### config.mk
export PLATFORM = sky130hd
export DESIGN_NAME = signed_int_to_decimal_ascii_unit
export DESIGN_NICKNAME = d
export VERILOG_FILES = /design/src/design/sitda_pkg.sv /design/src/design/sitda_conv.sv /design/src/design/sitda_emit.sv /design/src/design/signed_int_to_decimal_ascii_unit.sv
export SDC_FILE = /design/constraint.sdc
export NUM_CORES = 1
export LEC_CHECK = 0
export ABC_AREA = 1
export BUFFER_PORTS_ARGS = -buffer_cell sky130_fd_sc_hd__buf_2
export CAP_MARGIN = 10
export CORE_MARGIN = 5
export CORE_UTILIZATION = 51
export DETAILED_ROUTE_END_ITERATION = 6
export MAX_ROUTING_LAYER = met4
export PLACE_DENSITY = 0.74
export SLEW_MARGIN = 20
export SYNTH_ARGS = -nofsm -noshare
export SYNTH_HDL_FRONTEND = slang
export SYNTH_SLANG_ARGS = --single-unit
### constraint.sdc
create_clock -name clk -period 20.1 [get_ports clk]
set_input_delay 2.01 -clock clk [delete_from_list [all_inputs] [get_ports clk]]
set_output_delay 2.01 -clock clk [all_outputs]
set_load 0.01 [all_outputs]
### src/design/sitda_pkg.sv
package sitda_pkg;

	localparam int unsigned NUM_DIGITS = 10;
	localparam int unsigned CHAR_W = 6;
	localparam logic [CHAR_W-1:0] CH_ZERO = 6'd48;
	localparam logic [CHAR_W-1:0] CH_MINUS = 6'd45;

	// BCD digits, least significant first.
	typedef logic [NUM_DIGITS-1:0][3:0] bcd_t;

	// One double-dabble step: add 3 to every digit of five or more, then shift in a bit.
	function automatic bcd_t dabble_step(input bcd_t bcd, input logic bit_in);
		bcd_t adj;
		bcd_t res;
		for (int d = 0; d < NUM_DIGITS; d++) begin
			adj[d] = (bcd[d] >= 4'd5) ? bcd[d] + 4'd3 : bcd[d];
		end
		res[0] = {adj[0][2:0], bit_in};
		for (int d = 1; d < NUM_DIGITS; d++) begin
			res[d] = {adj[d][2:0], adj[d-1][3]};
		end
		return res;
	endfunction

endpackage

### src/design/sitda_conv.sv
// Binary to BCD conversion pipeline: one magnitude stage, then eight stages of four
// double-dabble steps each.
module sitda_conv import sitda_pkg::*; (
	input  logic        clk,
	input  logic        arst_n,
	input  logic        in_valid,
	output logic        in_ready,
	input  logic [31:0] in_value,
	output logic        out_valid,
	input  logic        out_ready,
	output logic        out_neg,
	output bcd_t        out_bcd
);
	localparam int unsigned STAGES = 8;

	logic [STAGES:0]        vld_s1;
	logic [STAGES:0]        neg_s1;
	logic [STAGES:0][31:0]  bin_s1;
	bcd_t [STAGES:0]        bcd_s1;
	logic [STAGES:0]        adv;

	// A stage advances when it is empty or its word moves on.
	always_comb begin
		adv[STAGES] = !vld_s1[STAGES] || out_ready;
		for (int s = STAGES - 1; s >= 0; s--) begin
			adv[s] = !vld_s1[s] || adv[s+1];
		end
	end
	assign in_ready = adv[0];

	// Valid bits.
	always_ff @(posedge clk or negedge arst_n) begin
		if (!arst_n) begin
			vld_s1 <= '0;
		end else begin
			if (adv[0]) vld_s1[0] <= in_valid;
			for (int s = 1; s <= STAGES; s++) begin
				if (adv[s]) vld_s1[s] <= vld_s1[s-1];
			end
		end
	end

	// Payload: magnitude first, then four conversion steps per stage.
	always_ff @(posedge clk) begin
		if (adv[0]) begin
			neg_s1[0] <= in_value[31];
			bin_s1[0] <= in_value[31] ? 32'd0 - in_value : in_value;
			bcd_s1[0] <= '0;
		end
		for (int s = 1; s <= STAGES; s++) begin
			if (adv[s]) begin
				bcd_t b;
				b = bcd_s1[s-1];
				for (int k = 0; k < 4; k++) begin
					b = dabble_step(b, bin_s1[s-1][31-k]);
				end
				bcd_s1[s] <= b;
				bin_s1[s] <= {bin_s1[s-1][27:0], 4'd0};
				neg_s1[s] <= neg_s1[s-1];
			end
		end
	end

	assign out_valid = vld_s1[STAGES];
	assign out_neg   = neg_s1[STAGES];
	assign out_bcd   = bcd_s1[STAGES];

	a_no_bcd_overflow: assert property (@(posedge clk) disable iff (!arst_n)
		out_valid |-> out_bcd[NUM_DIGITS-1] <= 4'd4) else $error("top digit out of range");
	a_hold_on_stall: assert property (@(posedge clk) disable iff (!arst_n)
		out_valid && !out_ready |=> out_valid && $stable(out_bcd)) else $error("lost word");
	a_neg_nonzero: assert property (@(posedge clk) disable iff (!arst_n)
		vld_s1[0] && neg_s1[0] |-> bin_s1[0] != 32'd0)
		else $error("negative word with zero magnitude");
endmodule

### src/design/sitda_emit.sv
// Character sequencer: takes one BCD number and gives its sign and digits one per cycle while out_ready is high.
module sitda_emit import sitda_pkg::*; (
	input  logic              clk,
	input  logic              arst_n,
	input  logic              in_valid,
	output logic              in_ready,
	input  logic              in_neg,
	input  bcd_t              in_bcd,
	output logic              out_valid,
	input  logic              out_ready,
	output logic [CHAR_W-1:0] char_code,
	output logic              last_char
);
	localparam int unsigned IDX_W = $clog2(NUM_DIGITS);

	logic              busy_q;
	logic              sign_q;
	logic [IDX_W-1:0]  idx_q;
	bcd_t              bcd_q;
	logic [IDX_W-1:0]  top_idx;
	logic              done;

	// Index of the most significant non-zero digit, zero for the value zero.
	always_comb begin
		top_idx = '0;
		for (int d = 1; d < NUM_DIGITS; d++) begin
			if (in_bcd[d] != 4'd0) top_idx = IDX_W'(d);
		end
	end

	assign out_valid = busy_q;
	assign char_code = sign_q ? CH_MINUS : CH_ZERO + {2'b00, bcd_q[idx_q]};
	assign last_char = !sign_q && idx_q == '0;
	assign done      = busy_q && out_ready && last_char;
	assign in_ready  = !busy_q || done;

	always_ff @(posedge clk or negedge arst_n) begin
		if (!arst_n) begin
			busy_q <= 1'b0;
			sign_q <= 1'b0;
			idx_q  <= '0;
		end else if (in_valid && in_ready) begin
			busy_q <= 1'b1;
			sign_q <= in_neg;
			idx_q  <= top_idx;
		end else if (busy_q && out_ready) begin
			if (done) busy_q <= 1'b0;
			else if (sign_q) sign_q <= 1'b0;
			else idx_q <= idx_q - 1'b1;
		end
	end

	always_ff @(posedge clk) begin
		if (in_valid && in_ready) bcd_q <= in_bcd;
	end

	a_index_range: assert property (@(posedge clk) disable iff (!arst_n)
		busy_q |-> idx_q < IDX_W'(NUM_DIGITS)) else $error("digit index out of range");
	a_sign_first: assert property (@(posedge clk) disable iff (!arst_n)
		busy_q && !sign_q && out_ready && !last_char |=> !sign_q) else $error("sign late");
	a_digit_range: assert property (@(posedge clk) disable iff (!arst_n)
		busy_q && !sign_q |-> bcd_q[idx_q] <= 4'd9) else $error("bad digit");
endmodule

### src/design/signed_int_to_decimal_ascii_unit.sv
// Renders a signed 32-bit value as decimal ASCII, one character per output word: a
// leading '-' for negative values, then digits most significant first without leading
// zeros; the final character has last_char set. A number gives 1 to 11 characters;
// conversion is a nine-stage pipeline ahead of the character sequencer, so further
// numbers convert while earlier ones are being emitted.
module signed_int_to_decimal_ascii_unit import sitda_pkg::*; (
	input  logic              clk,
	input  logic              arst_n,
	input  logic              in_valid,
	output logic              in_ready,
	input  logic signed [31:0] value,
	output logic              out_valid,
	input  logic              out_ready,
	output logic [5:0]        char_code,
	output logic              last_char
);
	logic c_valid;
	logic c_ready;
	logic c_neg;
	bcd_t c_bcd;

	sitda_conv u_conv (
		.clk(clk), .arst_n(arst_n),
		.in_valid(in_valid), .in_ready(in_ready), .in_value(value),
		.out_valid(c_valid), .out_ready(c_ready), .out_neg(c_neg), .out_bcd(c_bcd)
	);

	sitda_emit u_emit (
		.clk(clk), .arst_n(arst_n),
		.in_valid(c_valid), .in_ready(c_ready), .in_neg(c_neg), .in_bcd(c_bcd),
		.out_valid(out_valid), .out_ready(out_ready),
		.char_code(char_code), .last_char(last_char)
	);
endmodule

==> impl_summary.log <==
[metrics] run status: finished, final reports clean
[metrics] number of antenna violations at the first check in global routing: 0
[metrics] core region area: between 0.05 and 0.06 mm²
[metrics] CTS resizes: 0
[metrics] cell chosen for the clock root: sky130_fd_sc_hd__clkbuf_16
[metrics] maximum root-to-sink buffer count: 3
[metrics] WP data arrival: slightly above 6000 ps
[metrics] Post-Route WL: approximately 46000 µm
[metrics] Async SR Flop Fraction: under 10%
[metrics] global-route wire length before repair: around 82000 µm
[metrics] detailed-route vias per instance: around 4.9
[metrics] vias in the first global route: roughly 20000
[metrics] worst-skew pair later-pin latency: just under 600 ps
[metrics] Mapped Cells: around 3700
[metrics] aggregate global-route resource usage: between 10% and 20%
[metrics] DRC violations left: 0
[metrics] Max Clk Rate: approximately 120 MHz
[metrics] maximum cell stage delay along the critical path: ~760 ps
[metrics] most common cell after layout, fill and taps aside: sky130_fd_sc_hd__nand2_1
[metrics] Seq/Total Area, Yosys: 41.0%
[metrics] largest fanout on the critical path: 43
[metrics] number of search-and-repair iterations in the first detailed-routing pass: 7
[metrics] pin count of the biggest net entering global routing: 44
[metrics] DRC marker count from the first detailed-route iteration: between 800 and 900
[metrics] # hold bufs at CTS: 0
[metrics] total clock buffers created by CTS: 44
[metrics] family of cells with the greatest summed delay on the critical path: simple AND/OR/NAND/NOR gates
[metrics] most repeated library cell on the critical path: sky130_fd_sc_hd__nand2_1
[metrics] DPL Wire Length: between 30000 and 40000 µm
[metrics] routability-driven placement congestion ratio: approximately 0.84
[metrics] worst setup slack before clock tree synthesis: ~12000 ps
[metrics] number of nets in the synthesized netlist: 3849
[metrics] setup repair after global routing missed its margin: false
[metrics] primary flip-flop cell chosen by synthesis mapping: sky130_fd_sc_hd__edfxtp_1
[metrics] Synth Cell Area: around 0.029 mm²
[metrics] most frequent cells in the layout: sky130_fd_sc_hd__nand2_1 (1225), sky130_fd_sc_hd__inv_1 (613), sky130_fd_sc_hd__edfxtp_1 (378)
[metrics] initial standard-cell utilization of the core: slightly above 50%
[metrics] clock period minus worst slack: just over 8000 ps
[metrics] sort of element at the end of the critical path: output port
[metrics] final routed wire length divided by cell count: approximately 10 µm
[metrics] worst clock skew on the final layout: 47.6 ps
[metrics] full die area: 0.0609 mm²
[metrics] number of failing hold endpoints at the final stage: 0
[metrics] setup violators final: 0
[metrics] WP buf/inv: 6
[metrics] Critical Path Slowest Stage Cell: sky130_fd_sc_hd__nand2_2
[metrics] I/O pin count: 45
[metrics] Setup TNS Final: 0 ps
[metrics] final layout net count: around 3900
[metrics] critical path type: primary input to output port
[metrics] number of pins with negative max-slew slack in the final report: 0
[metrics] total number of clock tree sinks: around 390
[metrics] vertical extent of the die: 247 µm
[metrics] clock slew seen by the registers of the worst setup and hold paths: ~60 ps
[metrics] register bit total from synthesis: just under 400
[metrics] count of antenna diodes in the layout: 0
[metrics] fraction of final layout cells sized beyond drive strength 1: 12.8%
[metrics] number of max-cap violations: 0
[metrics] number of antenna-violating nets in the routed design: 0
[metrics] average footprint of a synthesized cell: just under 8 µm²
[metrics] final period utilization: between 40 and 50%
[metrics] input/output buffers: between 40 and 50
[metrics] Worst Tran Pin Value: roughly 990 ps
[metrics] yosys warns: 0
[metrics] std cell rows: 86
[metrics] CTS tree: built
[metrics] DR vias: ~22000
[metrics] Hold Crit Class: flop to flop
[metrics] final worst setup slack: about 12000 ps
[metrics] CP startpoint kind: primary input
[metrics] post-synthesis to final-layout area growth: 9.15%
[metrics] data required time of the critical path: around 18000 ps
[metrics] count of flip-flops with a built-in enable after synthesis: roughly 380
[metrics] Die Wd: 247 µm
[metrics] maximum level of the CTS H-tree: 2
[metrics] gr ovfl total: 0
[metrics] worst relative slew slack: 34.0%
[metrics] buffers inserted by post-CTS timing repair: 0
[metrics] series of cell instances along the critical path: buf_2, nand2_1, inv_1, nand2_1, nand2_1, nor2_1, inv_2, nor2_2, nand2_2, nor2_2, nand2_2, nor2_2, nand2_1, buf_4, nor2_2, nand2_1, buf_4, buf_2
[metrics] Distinct cells, synth: slightly below 60
through the flow:
step                      hold slack [ps]  cells  utilization [%]  cell area, µm²
after floorplan                       400   3669                -           28600
after global placement                401   4459             53.8           29800
after detailed placement              405   4459             53.8           29800
after CTS                             408   4541             56.4           31200
after global routing                  417   4541             56.4           31200
final                                 411   4541             56.4           31200
Yosys cell counts, drive strengths merged (2+ instances only):
master / instances / area [µm²]
clkbuf: 6 / 22.5
o31ai: 3 / 22.5
xor2: 77 / 795
nor2: 110 / 440
xnor2: 26 / 243
ha: 144 / 1800
nand4: 93 / 582
o21ai: 166 / 943
clkinv: 4 / 15.0
o22ai: 12 / 81.3
and2: 20 / 135
buf: 2 / 11.3
nor4: 7 / 43.8
inv: 639 / 2400
a21oi: 35 / 183
nand3: 429 / 2620
a31oi: 3 / 18.8
a21boi: 4 / 33.8
o2111ai: 4 / 35.0
nand3b: 18 / 135
a21o: 25 / 189
nor3: 5 / 30.0
o21a: 2 / 15.0
nand2: 1409 / 5800
mux2i: 3 / 30.0
a31o: 4 / 35.0
edfxtp: 378 / 11400
a211oi: 3 / 22.5
or2: 7 / 43.8
o211ai: 10 / 75.1
dfrtp: 15 / 375
cell families after synthesis:
kind of cell / synth area share [%]
AND/OR/NAND/NOR: 34.4
buffers and inverters: 8.62
flip-flops: 41.0
AO/OA/AOI/OAI: 5.88
adder cells (fa/ha/maj): 6.30
XOR/XNOR: 3.63
multiplexers: 0.105
other: 0.0131
state kept, by name (all words and copies together) (netlist names):
register          flops
u_conv.bcd_s1       145
u_conv.bin_s1       144
u_conv.out_bcd       40
u_emit.bcd_q         40
u_conv.neg_s1         9
u_conv.vld_s1         9
u_emit.idx_q          4
u_emit.out_valid      1
u_emit.sign_q         1
worst register-to-register path, delay by kind of cell, from the launching register on:
kind / cells / cell delay, ps
flip-flops: 1 / 610
buffers and inverters: 4 / 1950
adder cells (fa/ha/maj): 1 / 240
AND/OR/NAND/NOR: 13 / 2490
worst paths after layout:
kind / startpoint / end / cells after the start / slack [ps]
max: out_ready / in_ready / 18 / 11940
min: u_conv.bin_s1[5] / u_conv.bin_s1[41] / 0 / 410
max reg2reg: u_emit.idx_q[0] / u_conv.bin_s1[22] / 18 / 14470
min reg2reg: u_conv.bin_s1[5] / u_conv.bin_s1[41] / 0 / 410
max in group asynchronous: arst_n / u_conv.vld_s1[6] / 1 / 18390
min in group asynchronous: arst_n / u_conv.vld_s1[5] / 1 / 1380
per-layer routing:
layer | up-vias | wire length (µm) | global-route usage (%) | part of all wire (%)
met3 | 70 | 1290 | 2.17 | 2.8
met5 | - | 0 | - | 0
met4 | 0 | 1060 | 4.32 | 2.3
li1 | 12100 | - | - | -
met2 | 209 | 23700 | 29.3 | 51
met1 | 9941 | 20200 | 17.4 | 44
cell type report:
class	count	area, µm²
Clock buffer	55	1150
Clock inverter	27	283
Fill cell	5031	24100
Inverter	644	2430
Multi-Input combinational cell	2624	14400
Sequential cell	393	11700
Tap cell	748	936
Timing Repair Buffer	50	268
Power is left out: the tool's default activity adds up to more than one toggle a clock period on the data nets, which glitch-free logic cannot reach.
